File: config.mk
export PLATFORM = sky130hd
export DESIGN_NAME = edf_periodic_task_scheduler
export DESIGN_NICKNAME = d
export VERILOG_FILES = /design/src/edfs_pkg.sv /design/src/edfs_ram.sv /design/src/edf_periodic_task_scheduler.sv
export VERILOG_INCLUDE_DIRS = /design/src /design/src/src
export SDC_FILE = /design/constraint.sdc
export NUM_CORES = 2
export LEC_CHECK = 0
export CAP_MARGIN = 20
export CORE_MARGIN = 1.5
export CORE_UTILIZATION = 55
export CTS_BUF_LIST = sky130_fd_sc_hd__clkbuf_16
export CTS_CLUSTER_SIZE = 28
export DETAILED_ROUTE_END_ITERATION = 8
export DONT_BUFFER_PORTS = 1
export PLACE_DENSITY = 0.67
export REMOVE_ABC_BUFFERS = 1
export SYNTH_ARGS = -nofsm -noshare
export SYNTH_HDL_FRONTEND = slang
export SYNTH_HIERARCHICAL = 1
export SYNTH_SLANG_ARGS = --single-unit
File: constraint.sdc
create_clock -name clk -period 15.57 [get_ports clk]
set_clock_uncertainty 0.2 [all_clocks]
set_input_delay 3.114 -clock clk [delete_from_list [all_inputs] [get_ports clk]]
set_output_delay 3.114 -clock clk [all_outputs]
set_load 0.01 [all_outputs]
File: src/edf_periodic_task_scheduler_defines.svh
// Assertion macros shared by the scheduler RTL.
`ifndef EDF_PERIODIC_TASK_SCHEDULER_DEFINES_SVH
`define EDF_PERIODIC_TASK_SCHEDULER_DEFINES_SVH
`ifndef SYNTHESIS
`define EDFS_ASSERT(lbl, ck, rn, prop) \
  lbl: assert property (@(posedge ck) disable iff (!rn) (prop)) else $error("check failed");
`define EDFS_ASSERT_NXT(lbl, ck, rn, a, b) \
  lbl: assert property (@(posedge ck) disable iff (!rn) (a) |=> (b)) else $error("check failed");
`else
`define EDFS_ASSERT(lbl, ck, rn, prop)
`define EDFS_ASSERT_NXT(lbl, ck, rn, a, b)
`endif
`endif

File: src/edfs_pkg.sv
package edfs_pkg;

  localparam logic OP_LOAD = 1'b0;
  localparam logic OP_TICK = 1'b1;

  localparam int CFG_IDX_W = 1;
  localparam logic [CFG_IDX_W-1:0] CFG_ACTIVE_TASKS = 1'b0;
  localparam logic [CFG_IDX_W-1:0] CFG_END_TIME     = 1'b1;

  localparam logic [47:0] SUM48_MAX = 48'hFFFF_FFFF_FFFF;

  typedef struct packed {
    logic [15:0] need;
    logic [15:0] period;
    logic [15:0] limit;
    logic [31:0] release_t;
    logic [15:0] progress;
    logic [15:0] issued;
  } task_entry_t;

  localparam int ENTRY_W = $bits(task_entry_t);

  typedef enum logic [2:0] {
    S_IDLE,
    S_SCAN,
    S_RUN_RD,
    S_RUN_EX,
    S_MISS,
    S_FIN,
    S_OUT
  } state_t;

  function automatic logic [31:0] sat_inc32(input logic [31:0] v);
    sat_inc32 = (v == 32'hFFFF_FFFF) ? v : v + 32'd1;
  endfunction

endpackage

File: src/edfs_ram.sv
module edfs_ram #(
  parameter int WIDTH = 8,
  parameter int DEPTH = 16,
  parameter int AW = (DEPTH > 1) ? $clog2(DEPTH) : 1
) (
  input  logic             clk,
  input  logic             we,
  input  logic [AW-1:0]    waddr,
  input  logic [WIDTH-1:0] wdata,
  input  logic             re,
  input  logic [AW-1:0]    raddr,
  output logic [WIDTH-1:0] rdata
);

  logic [WIDTH-1:0] mem [DEPTH];

  always_ff @(posedge clk) begin
    if (we) begin
      mem[waddr] <= wdata;
    end
    if (re) begin
      rdata <= mem[raddr];
    end
  end

endmodule

File: src/edf_periodic_task_scheduler.sv
// Channel   Direction  Handshake            Contents
// in_       input      in_valid/in_stall    op, task_slot, exec_need, task_period, job_limit
// out_      output     out_valid/out_stall  running slot, flags, misses, running totals
// cfg_      input      cfg_valid/cfg_ready  register index and 32-bit data
// A load request writes the task RAM when accepted, if its slot is below MAX_TASKS, then
// loads its result into the output register. A tick request scans the active entries over
// the single task RAM read port, updates the running entry if one was found, scans again
// for misses, drains the waiting-time pipeline and loads the output register; past the end
// time it skips to the output register. The next request is taken in the cycle after the load.
// Reset clears control and totals only; the task RAM is not cleared.
// The result sits in an output register, so a new request is taken while it is stalled.
`include "edf_periodic_task_scheduler_defines.svh"
module edf_periodic_task_scheduler
  import edfs_pkg::*;
#(
  parameter int MAX_TASKS = 16
) (
  input  logic                 clk,
  input  logic                 rst_n,
  input  logic                 in_valid,
  output logic                 in_stall,
  input  logic                 in_op,
  input  logic [3:0]           in_task_slot,
  input  logic [15:0]          in_exec_need,
  input  logic [15:0]          in_task_period,
  input  logic [15:0]          in_job_limit,
  output logic                 out_valid,
  input  logic                 out_stall,
  output logic [3:0]           out_running_slot,
  output logic                 out_cpu_busy,
  output logic                 out_job_finished,
  output logic [4:0]           out_misses_now,
  output logic [31:0]          out_completed_total,
  output logic [31:0]          out_missed_total,
  output logic [47:0]          out_waiting_total,
  input  logic                 cfg_valid,
  output logic                 cfg_ready,
  input  logic [CFG_IDX_W-1:0] cfg_index,
  input  logic [31:0]          cfg_data
);

  localparam int IW = (MAX_TASKS > 1) ? $clog2(MAX_TASKS) : 1;
  localparam int CW = $clog2(MAX_TASKS + 1);

  state_t        state_r, state_nxt;
  logic [CW-1:0] cnt_r, cnt_nxt;
  logic [CW-1:0] n_r, n_nxt;
  logic          rvld_r, rvld_nxt;
  logic [IW-1:0] ridx_r, ridx_nxt;
  logic          found_r, found_nxt;
  logic [IW-1:0] best_r, best_nxt;
  logic [32:0]   best_dl_r, best_dl_nxt;
  logic [31:0]   tick_r, tick_nxt;
  logic          past_end_r, past_end_nxt;
  logic [31:0]   comp_r, comp_nxt;
  logic [31:0]   miss_r, miss_nxt;
  logic [47:0]   wsum_r, wsum_nxt;
  logic [4:0]    misses_r, misses_nxt;
  logic          fin_r, fin_nxt;
  logic          busy_r, busy_nxt;
  logic [4:0]    active_r;
  logic [31:0]   end_r;
  logic          wa_vld_r, wa_vld_nxt;
  logic [31:0]   wa_rel_r, wa_rel_nxt;
  logic [15:0]   wa_used_r, wa_used_nxt;
  logic          wb_vld_r;
  logic [32:0]   wb_w_r, wb_w_nxt;
  logic          out_valid_r, out_valid_nxt;
  logic [3:0]    out_slot_r, out_slot_nxt;
  logic          out_busy_r, out_busy_nxt;
  logic          out_fin_r, out_fin_nxt;
  logic [4:0]    out_misses_r, out_misses_nxt;
  logic [31:0]   out_comp_r, out_comp_nxt;
  logic [31:0]   out_miss_r, out_miss_nxt;
  logic [47:0]   out_wsum_r, out_wsum_nxt;

  logic              ram_we, ram_re;
  logic [IW-1:0]     ram_waddr, ram_raddr;
  logic [ENTRY_W-1:0] ram_wdata, ram_rdata;
  task_entry_t       ent, ent_w, ent_ld;
  logic [32:0]       dl;
  logic [32:0]       diff;
  logic [48:0]       sum49;
  logic [CW-1:0]     n_sat;

  edfs_ram #(
    .WIDTH (ENTRY_W),
    .DEPTH (MAX_TASKS)
  ) u_task_ram (
    .clk   (clk),
    .we    (ram_we),
    .waddr (ram_waddr),
    .wdata (ram_wdata),
    .re    (ram_re),
    .raddr (ram_raddr),
    .rdata (ram_rdata)
  );

  assign cfg_ready = 1'b1;
  assign in_stall  = (state_r != S_IDLE);
  assign ent       = task_entry_t'(ram_rdata);
  assign dl        = {1'b0, ent.release_t} + {17'd0, ent.period};

  assign out_valid           = out_valid_r;
  assign out_running_slot    = out_slot_r;
  assign out_cpu_busy        = out_busy_r;
  assign out_job_finished    = out_fin_r;
  assign out_misses_now      = out_misses_r;
  assign out_completed_total = out_comp_r;
  assign out_missed_total    = out_miss_r;
  assign out_waiting_total   = out_wsum_r;

  always_comb begin
    if (32'(active_r) > 32'(MAX_TASKS)) begin
      n_sat = CW'(MAX_TASKS);
    end else begin
      n_sat = CW'(active_r);
    end
  end

  // Waiting time is computed one stage ahead of the saturating accumulate.
  always_comb begin
    diff = {1'b0, tick_r} - {1'b0, wa_rel_r};
    if (!diff[32] && (diff[31:0] >= {16'd0, wa_used_r})) begin
      wb_w_nxt = diff - {17'd0, wa_used_r};
    end else begin
      wb_w_nxt = '0;
    end
    sum49 = {1'b0, wsum_r} + {16'd0, wb_w_r};
    if (!wb_vld_r) begin
      wsum_nxt = wsum_r;
    end else if (sum49[48]) begin
      wsum_nxt = SUM48_MAX;
    end else begin
      wsum_nxt = sum49[47:0];
    end
  end

  always_comb begin
    state_nxt    = state_r;
    cnt_nxt      = cnt_r;
    n_nxt        = n_r;
    rvld_nxt     = 1'b0;
    ridx_nxt     = ridx_r;
    found_nxt    = found_r;
    best_nxt     = best_r;
    best_dl_nxt  = best_dl_r;
    tick_nxt     = tick_r;
    past_end_nxt = past_end_r;
    comp_nxt     = comp_r;
    miss_nxt     = miss_r;
    misses_nxt   = misses_r;
    fin_nxt      = fin_r;
    busy_nxt     = busy_r;
    wa_vld_nxt   = 1'b0;
    wa_rel_nxt   = wa_rel_r;
    wa_used_nxt  = wa_used_r;
    ram_we       = 1'b0;
    ram_re       = 1'b0;
    ram_waddr    = '0;
    ram_raddr    = '0;
    ent_w        = ent;
    ent_ld       = '0;
    ram_wdata    = ent_w;
    out_valid_nxt  = out_valid_r & out_stall;
    out_slot_nxt   = out_slot_r;
    out_busy_nxt   = out_busy_r;
    out_fin_nxt    = out_fin_r;
    out_misses_nxt = out_misses_r;
    out_comp_nxt   = out_comp_r;
    out_miss_nxt   = out_miss_r;
    out_wsum_nxt   = out_wsum_r;

    unique case (state_r)
      S_IDLE: begin
        if (in_valid) begin
          busy_nxt   = 1'b0;
          fin_nxt    = 1'b0;
          misses_nxt = '0;
          best_nxt   = '0;
          found_nxt  = 1'b0;
          cnt_nxt    = '0;
          n_nxt      = n_sat;
          state_nxt  = S_OUT;
          if (in_op == OP_LOAD) begin
            ent_ld.need     = in_exec_need;
            ent_ld.period   = in_task_period;
            ent_ld.limit    = in_job_limit;
            ram_we    = (32'(in_task_slot) < 32'(MAX_TASKS));
            ram_waddr = IW'(in_task_slot);
            ram_wdata = ent_ld;
          end else if (!past_end_r && (tick_r <= end_r)) begin
            state_nxt = S_SCAN;
          end
        end
      end
      S_SCAN: begin
        if (cnt_r < n_r) begin
          ram_re    = 1'b1;
          ram_raddr = cnt_r[IW-1:0];
          rvld_nxt  = 1'b1;
          ridx_nxt  = cnt_r[IW-1:0];
          cnt_nxt   = cnt_r + CW'(1);
        end
        if (rvld_r && (ent.release_t < tick_r) && (ent.issued < ent.limit) &&
            (!found_r || (dl < best_dl_r))) begin
          found_nxt   = 1'b1;
          best_nxt    = ridx_r;
          best_dl_nxt = dl;
        end
        if ((cnt_r == n_r) && !rvld_r) begin
          cnt_nxt   = '0;
          state_nxt = found_r ? S_RUN_RD : S_MISS;
        end
      end
      S_RUN_RD: begin
        ram_re    = 1'b1;
        ram_raddr = best_r;
        state_nxt = S_RUN_EX;
      end
      S_RUN_EX: begin
        busy_nxt       = 1'b1;
        ent_w.progress = ent.progress + 16'd1;
        if (ent_w.progress == ent.need) begin
          fin_nxt         = 1'b1;
          comp_nxt        = sat_inc32(comp_r);
          wa_vld_nxt      = 1'b1;
          wa_rel_nxt      = ent.release_t;
          wa_used_nxt     = ent.need;
          ent_w.release_t = ent.release_t + {16'd0, ent.period};
          ent_w.progress  = '0;
          ent_w.issued    = ent.issued + 16'd1;
        end
        ram_we    = 1'b1;
        ram_waddr = best_r;
        ram_wdata = ent_w;
        cnt_nxt   = '0;
        state_nxt = S_MISS;
      end
      S_MISS: begin
        if (cnt_r < n_r) begin
          ram_re    = 1'b1;
          ram_raddr = cnt_r[IW-1:0];
          rvld_nxt  = 1'b1;
          ridx_nxt  = cnt_r[IW-1:0];
          cnt_nxt   = cnt_r + CW'(1);
        end
        if (rvld_r && (dl <= {1'b0, tick_r}) && (ent.issued < ent.limit)) begin
          wa_vld_nxt      = 1'b1;
          wa_rel_nxt      = ent.release_t;
          wa_used_nxt     = ent.progress;
          miss_nxt        = sat_inc32(miss_r);
          misses_nxt      = misses_r + 5'd1;
          ent_w.release_t = ent.release_t + {16'd0, ent.period};
          ent_w.progress  = '0;
          ent_w.issued    = ent.issued + 16'd1;
          ram_we          = 1'b1;
          ram_waddr       = ridx_r;
          ram_wdata       = ent_w;
        end
        if ((cnt_r == n_r) && !rvld_r) begin
          state_nxt = S_FIN;
        end
      end
      S_FIN: begin
        if (!wa_vld_r && !wb_vld_r) begin
          if (tick_r == 32'hFFFF_FFFF) begin
            past_end_nxt = 1'b1;
          end else begin
            tick_nxt = tick_r + 32'd1;
          end
          state_nxt = S_OUT;
        end
      end
      S_OUT: begin
        if (!out_valid_r || !out_stall) begin
          out_valid_nxt  = 1'b1;
          out_slot_nxt   = 4'(best_r);
          out_busy_nxt   = busy_r;
          out_fin_nxt    = fin_r;
          out_misses_nxt = misses_r;
          out_comp_nxt   = comp_r;
          out_miss_nxt   = miss_r;
          out_wsum_nxt   = wsum_r;
          state_nxt      = S_IDLE;
        end
      end
      default: begin
        state_nxt = S_IDLE;
      end
    endcase
  end

  always_ff @(posedge clk) begin
    if (!rst_n) begin
      state_r     <= S_IDLE;
      rvld_r      <= 1'b0;
      wa_vld_r    <= 1'b0;
      wb_vld_r    <= 1'b0;
      out_valid_r <= 1'b0;
      tick_r      <= 32'd1;
      past_end_r  <= 1'b0;
      comp_r      <= '0;
      miss_r      <= '0;
      wsum_r      <= '0;
      active_r    <= '0;
      end_r       <= '0;
    end else begin
      state_r     <= state_nxt;
      rvld_r      <= rvld_nxt;
      wa_vld_r    <= wa_vld_nxt;
      wb_vld_r    <= wa_vld_r;
      out_valid_r <= out_valid_nxt;
      tick_r      <= tick_nxt;
      past_end_r  <= past_end_nxt;
      comp_r      <= comp_nxt;
      miss_r      <= miss_nxt;
      wsum_r      <= wsum_nxt;
      if (cfg_valid && cfg_ready) begin
        unique case (cfg_index)
          CFG_ACTIVE_TASKS: active_r <= cfg_data[4:0];
          CFG_END_TIME:     end_r    <= cfg_data;
          default:          active_r <= active_r;
        endcase
      end
    end
  end

  always_ff @(posedge clk) begin
    cnt_r        <= cnt_nxt;
    n_r          <= n_nxt;
    ridx_r       <= ridx_nxt;
    found_r      <= found_nxt;
    best_r       <= best_nxt;
    best_dl_r    <= best_dl_nxt;
    misses_r     <= misses_nxt;
    fin_r        <= fin_nxt;
    busy_r       <= busy_nxt;
    wa_rel_r     <= wa_rel_nxt;
    wa_used_r    <= wa_used_nxt;
    wb_w_r       <= wb_w_nxt;
    out_slot_r   <= out_slot_nxt;
    out_busy_r   <= out_busy_nxt;
    out_fin_r    <= out_fin_nxt;
    out_misses_r <= out_misses_nxt;
    out_comp_r   <= out_comp_nxt;
    out_miss_r   <= out_miss_nxt;
    out_wsum_r   <= out_wsum_nxt;
  end

  `EDFS_ASSERT(a_out_from_out_state, clk, rst_n, $rose(out_valid_r) |-> $past(state_r == S_OUT))
  `EDFS_ASSERT(a_wait_drained_idle, clk, rst_n, (state_r == S_IDLE) |-> (!wa_vld_r && !wb_vld_r))
  `EDFS_ASSERT(a_no_ram_collision, clk, rst_n, (ram_we && ram_re) |-> (ram_waddr != ram_raddr))
  `EDFS_ASSERT_NXT(a_fin_then_out, clk, rst_n, (state_r == S_FIN) && !wa_vld_r && !wb_vld_r, state_r == S_OUT)

endmodule
==> results.txt <==
The number of sinks handled by clock tree synthesis was 2356; the path depth of the worst reg2reg path was 26. The biggest area contributor in the post-synthesis netlist is edfxtp_1. The post-layout minimum cycle time was 9.33 ns. Final worst-path cycle share: 60.0%. Critical path class: reg2reg. The smallest hold slack was 0.256 ns; the biggest cell delay along the critical path was 0.89 ns. The worst setup path is launched from a flip-flop. For this run, the top clock speed supported by timing is 107 MHz. The die is 426 um wide. The logs give 0.000252 V for the worst voltage drop across the vdd grid and 9.60 ns for the arrival time at the worst endpoint. The share of layout cells above drive strength 1 is 16.4%. After filler insertion, the fill cell instance count of the layout stands at 12800. Sorting the synthesized cells by area gives the leading types as edfxtp_1, mux4_2, dfxtp_1, ha_1, a22oi_1.

The max-slew headroom at the worst pin was 18.4%; the number of register bits inferred by synthesis was 2356. Entering global routing, the biggest net connects 134 pins. Summing over every cut layer, the via total after detailed routing is 54800. After detailed routing, the number of vias per cell comes to 6.40.

The highest net fanout along the worst path is 48, and the number of rows created at floorplan is 155. The longest clock path from root to sink contains 3 buffers. For the final count of hold timing violations, the log shows 0.

Setup violations remaining at the end of the flow were counted as 0. The finished layout holds 8573 standard cells, fillers aside. The slew at the pin closest to its max-slew limit is 1.22 ns, and the synthesized instance count is 5932.

The run gives 228 as the total clock buffers created by CTS. After detailed routing, the average wire length per cell comes to 28.8 um. In this run the biggest area consumer among cell types represents 65.0% of the synthesized area. In this run the count of I/O pins placed on the die edge is 217.

The cell sitting at the root of the clock tree is a clkbuf_16. The analysis attributes to net switching a power of 0.00618 W. The analysis attributes to cell leakage a power of 36.4 nW. Dividing total power by cell area gives a power density of 181 nW/um2.

The mean cell area of the mapped netlist is 16.6 um2. The number of global-route vias before repair is 53500. The switching part of the total power is 31.4%, and the core box area is 178000 um2.

In this run, the combinational gates consume 28.3% of the power. Summing every instance area after synthesis gives 98600 um2. For the deepest level of the CTS H-tree, the log shows 4. The number of search-and-repair iterations in the first detailed-routing pass is 6. The count of buffers inserted at the top-level ports was 0. Most instantiated flip-flop cell in the synthesis netlist: edfxtp_1. For this design, the CTS-stage hold fixing added 0 buffers. The number of flops mapped to enable cells by yosys was 2134; the final HPWL from detailed placement was 145000 um. The floorplan step defined a die boundary enclosing 182000 um2.

The logs give 6364 for the number of nets at the end of the flow and 0 for the count of final max-slew check failures. The initial utilization of the core area, before any placement, comes to 55.3%. The sequential share of power was 44.4%; the setup slack after placement was 6.33 ns. The internal power of the cells was 0.0135 W; the overall power consumption was 0.0197 W. The proportion of power drawn by the clock network is 27.3%. For the final weighted congestion in routability-driven placement, the log shows 0.927. The tightest min-delay check is of the reg2reg type. The post-cts repair resize count is 0. Setup slack closes at 6.24 ns. TritonCTS built the clock tree.

The run finished with clean final reports. The cell count after placement was 8136; the overall overflow remaining after global route was 0. The tools report the capturing element type of the critical path as a flip-flop.

For this run, the register share of the synthesized area comes to 69.5%. For this run, asynchronously set or reset flops after synthesis account for 0%. The number of antenna violations at the first check in global routing came out at 8. For the number of different library cells in the post-synthesis netlist, the log shows 98. The detail route stage leaves a number of antenna-violating nets equal to 0. For the remaining routing DRC violations, the log shows 0. After clock tree synthesis, the clock-pin slew on the worst setup and hold paths is 0.06 ns. The count of cells along the worst hold path came out at 2. Compared with the post-synthesis result, the final layout area differs by 10.5%. For this run, the total global-route usage over all layers was measured as 27.1%. The run gives 247000 um as the wire length reported by the detailed router. In this run the vertical extent of the chip is 426 um.

The logs give 0 for the buffer count from post-CTS setup fixing and 0.87 ns for the latest clock arrival within the worst-skew pair. The count of max-cap constraint violations is 0, and the data required time of the critical path is 15.83 ns. The tools report the count of synthesis-stage warnings from yosys as 6. Setup repair after global routing left no endpoint under its margin. On the critical path, the stage with the largest delay is an instance of buf_4.

After the first detailed-routing iteration, the DRC count stood at 5926. The first global-routing pass estimated 360000 um of wire.
## kinds of logic after synthesis
| group | after synthesis | synth area share (%) |
|---|---|---|
| other cells | 1 | 0.00380 |
| mux | 528 | 11.1 |
| buf+inv | 485 | 2.15 |
| compound gates | 935 | 6.40 |
| flops | 2356 | 69.5 |
| fa+ha+maj | 256 | 3.28 |
| simple gates | 1190 | 5.91 |
| xor+xnor | 181 | 1.65 |
## cells in the final DEF (no fill, tap or decap), drive strengths merged, types with 15 or more instances in the layout
master	instances
or3	22
nor2b	37
a21o	91
a22o	23
a211oi	15
a22oi	234
dfxtp	222
bufinv	17
o211ai	19
nand4	79
o21ai	171
and4	15
a31oi	19
and2	39
clkinv	111
or2	18
edfxtp	2134
clkbuf	237
nand2b	60
mux2	33
nand3	107
mux2i	47
buf	112
nor2	217
mux4	448
and3	68
a221o	20
xnor2	120
nor4	19
o21a	24
ha	252
inv	284
xor2	58
nor3	60
nand2	424
a21oi	213
## final cells by class
cell class | instances | area, um2 | area share [%]
inverters | 228 | 858 | 0.788
clock buffers | 237 | 5930 | 5.45
well taps | 2355 | 2950 | 2.71
repair buffers | 112 | 1040 | 0.959
flip-flops and latches | 2356 | 68500 | 62.9
multi-input cells | 3091 | 28200 | 25.9
clock inverters | 190 | 1390 | 1.28
diodes | 4 | 10.0 | 0.00919
## flip-flops by register name (all words and copies together), names as in the netlist, 33 cells and up
register	cells
best_dl_r	33
out_waiting_total	48
u_task_ram/mem	1792
u_task_ram/rdata	112
wb_w_r	33
wsum_r	48
## path summary, 6_finish.rpt
path | startpoint | end | slack [ns]
worst max-delay path | u_task_ram/rdata[32]$_DFFE_PP_ | u_task_ram/mem[5][89]$_DFFE_PP_ | 6.24
worst min-delay path | end_r[23]$_SDFFE_PN0P_ | end_r[23]$_SDFFE_PN0P_ | 0.26
worst max register to register | u_task_ram/rdata[32]$_DFFE_PP_ | u_task_ram/mem[5][89]$_DFFE_PP_ | 6.24
worst min register to register | end_r[23]$_SDFFE_PN0P_ | end_r[23]$_SDFFE_PN0P_ | 0.26
## power by group through the flow
stage	Combinational, W	Clock, W	Sequential, W
after global placement	0.00542	0	0.00884
after floorplan	0.00684	0	0.00875
after detailed placement	0.00553	0	0.00886
final	0.00557	0.00537	0.00873
after global routing	0.00604	0.00569	0.00877
after CTS	0.00556	0.00546	0.00873
## routing by layer
metal	routed length (um)	track usage [%]	part of all wire, %	vias to the layer above
li1	-	-	-	23700
met1	101000	38.6	41	28300
met2	118000	43.4	48	2444
met3	20700	4.56	8.4	367
met4	7490	8.04	3.0	6
met5	38	0	0.015	-
## synth_stat cells (all sizes together), types with 15 or more instances
cell type and n:
xnor2 120, nand4 79, a21o 91, nand3 107, a22oi 234, nor2 217
or3 22, nand2b 60, and3 68, nor3 60, a221o 20, and4 15
ha 252, a211oi 15, or2 18, mux4 448, a22o 23, a21oi 213
mux2 33, and2 39, o21a 24, xor2 58, clkbuf 130, nor4 19
edfxtp 2134, inv 228, nor2b 37, dfxtp 222, o21ai 171, nand2 424
o211ai 19, a31oi 19, buf 127, mux2i 47
## per-stage QoR
stage / TNS, ns / area (um2) / utilization [%]
after CTS: 0 / 109000 / 61.1
after global routing: 0 / 109000 / 61.1
after floorplan: -5171.83 / 97300 / -
after global placement: 0 / 101000 / 56.9
after detailed placement: 0 / 101000 / 56.9
final: 0 / 109000 / 61.1
## worst max-delay path, delay by kind of cell (launching register included)
family	cells	cell delay, ns
DFF	1	0.38
and+or+nand+nor	11	3.77
adders and majority gates	3	0.92
buffers and inverters	2	0.95
xor gates and xnor gates	1	0.33
AOI/OAI and AO/OA	9	2.26
Power figures use the tool's default switching activity.
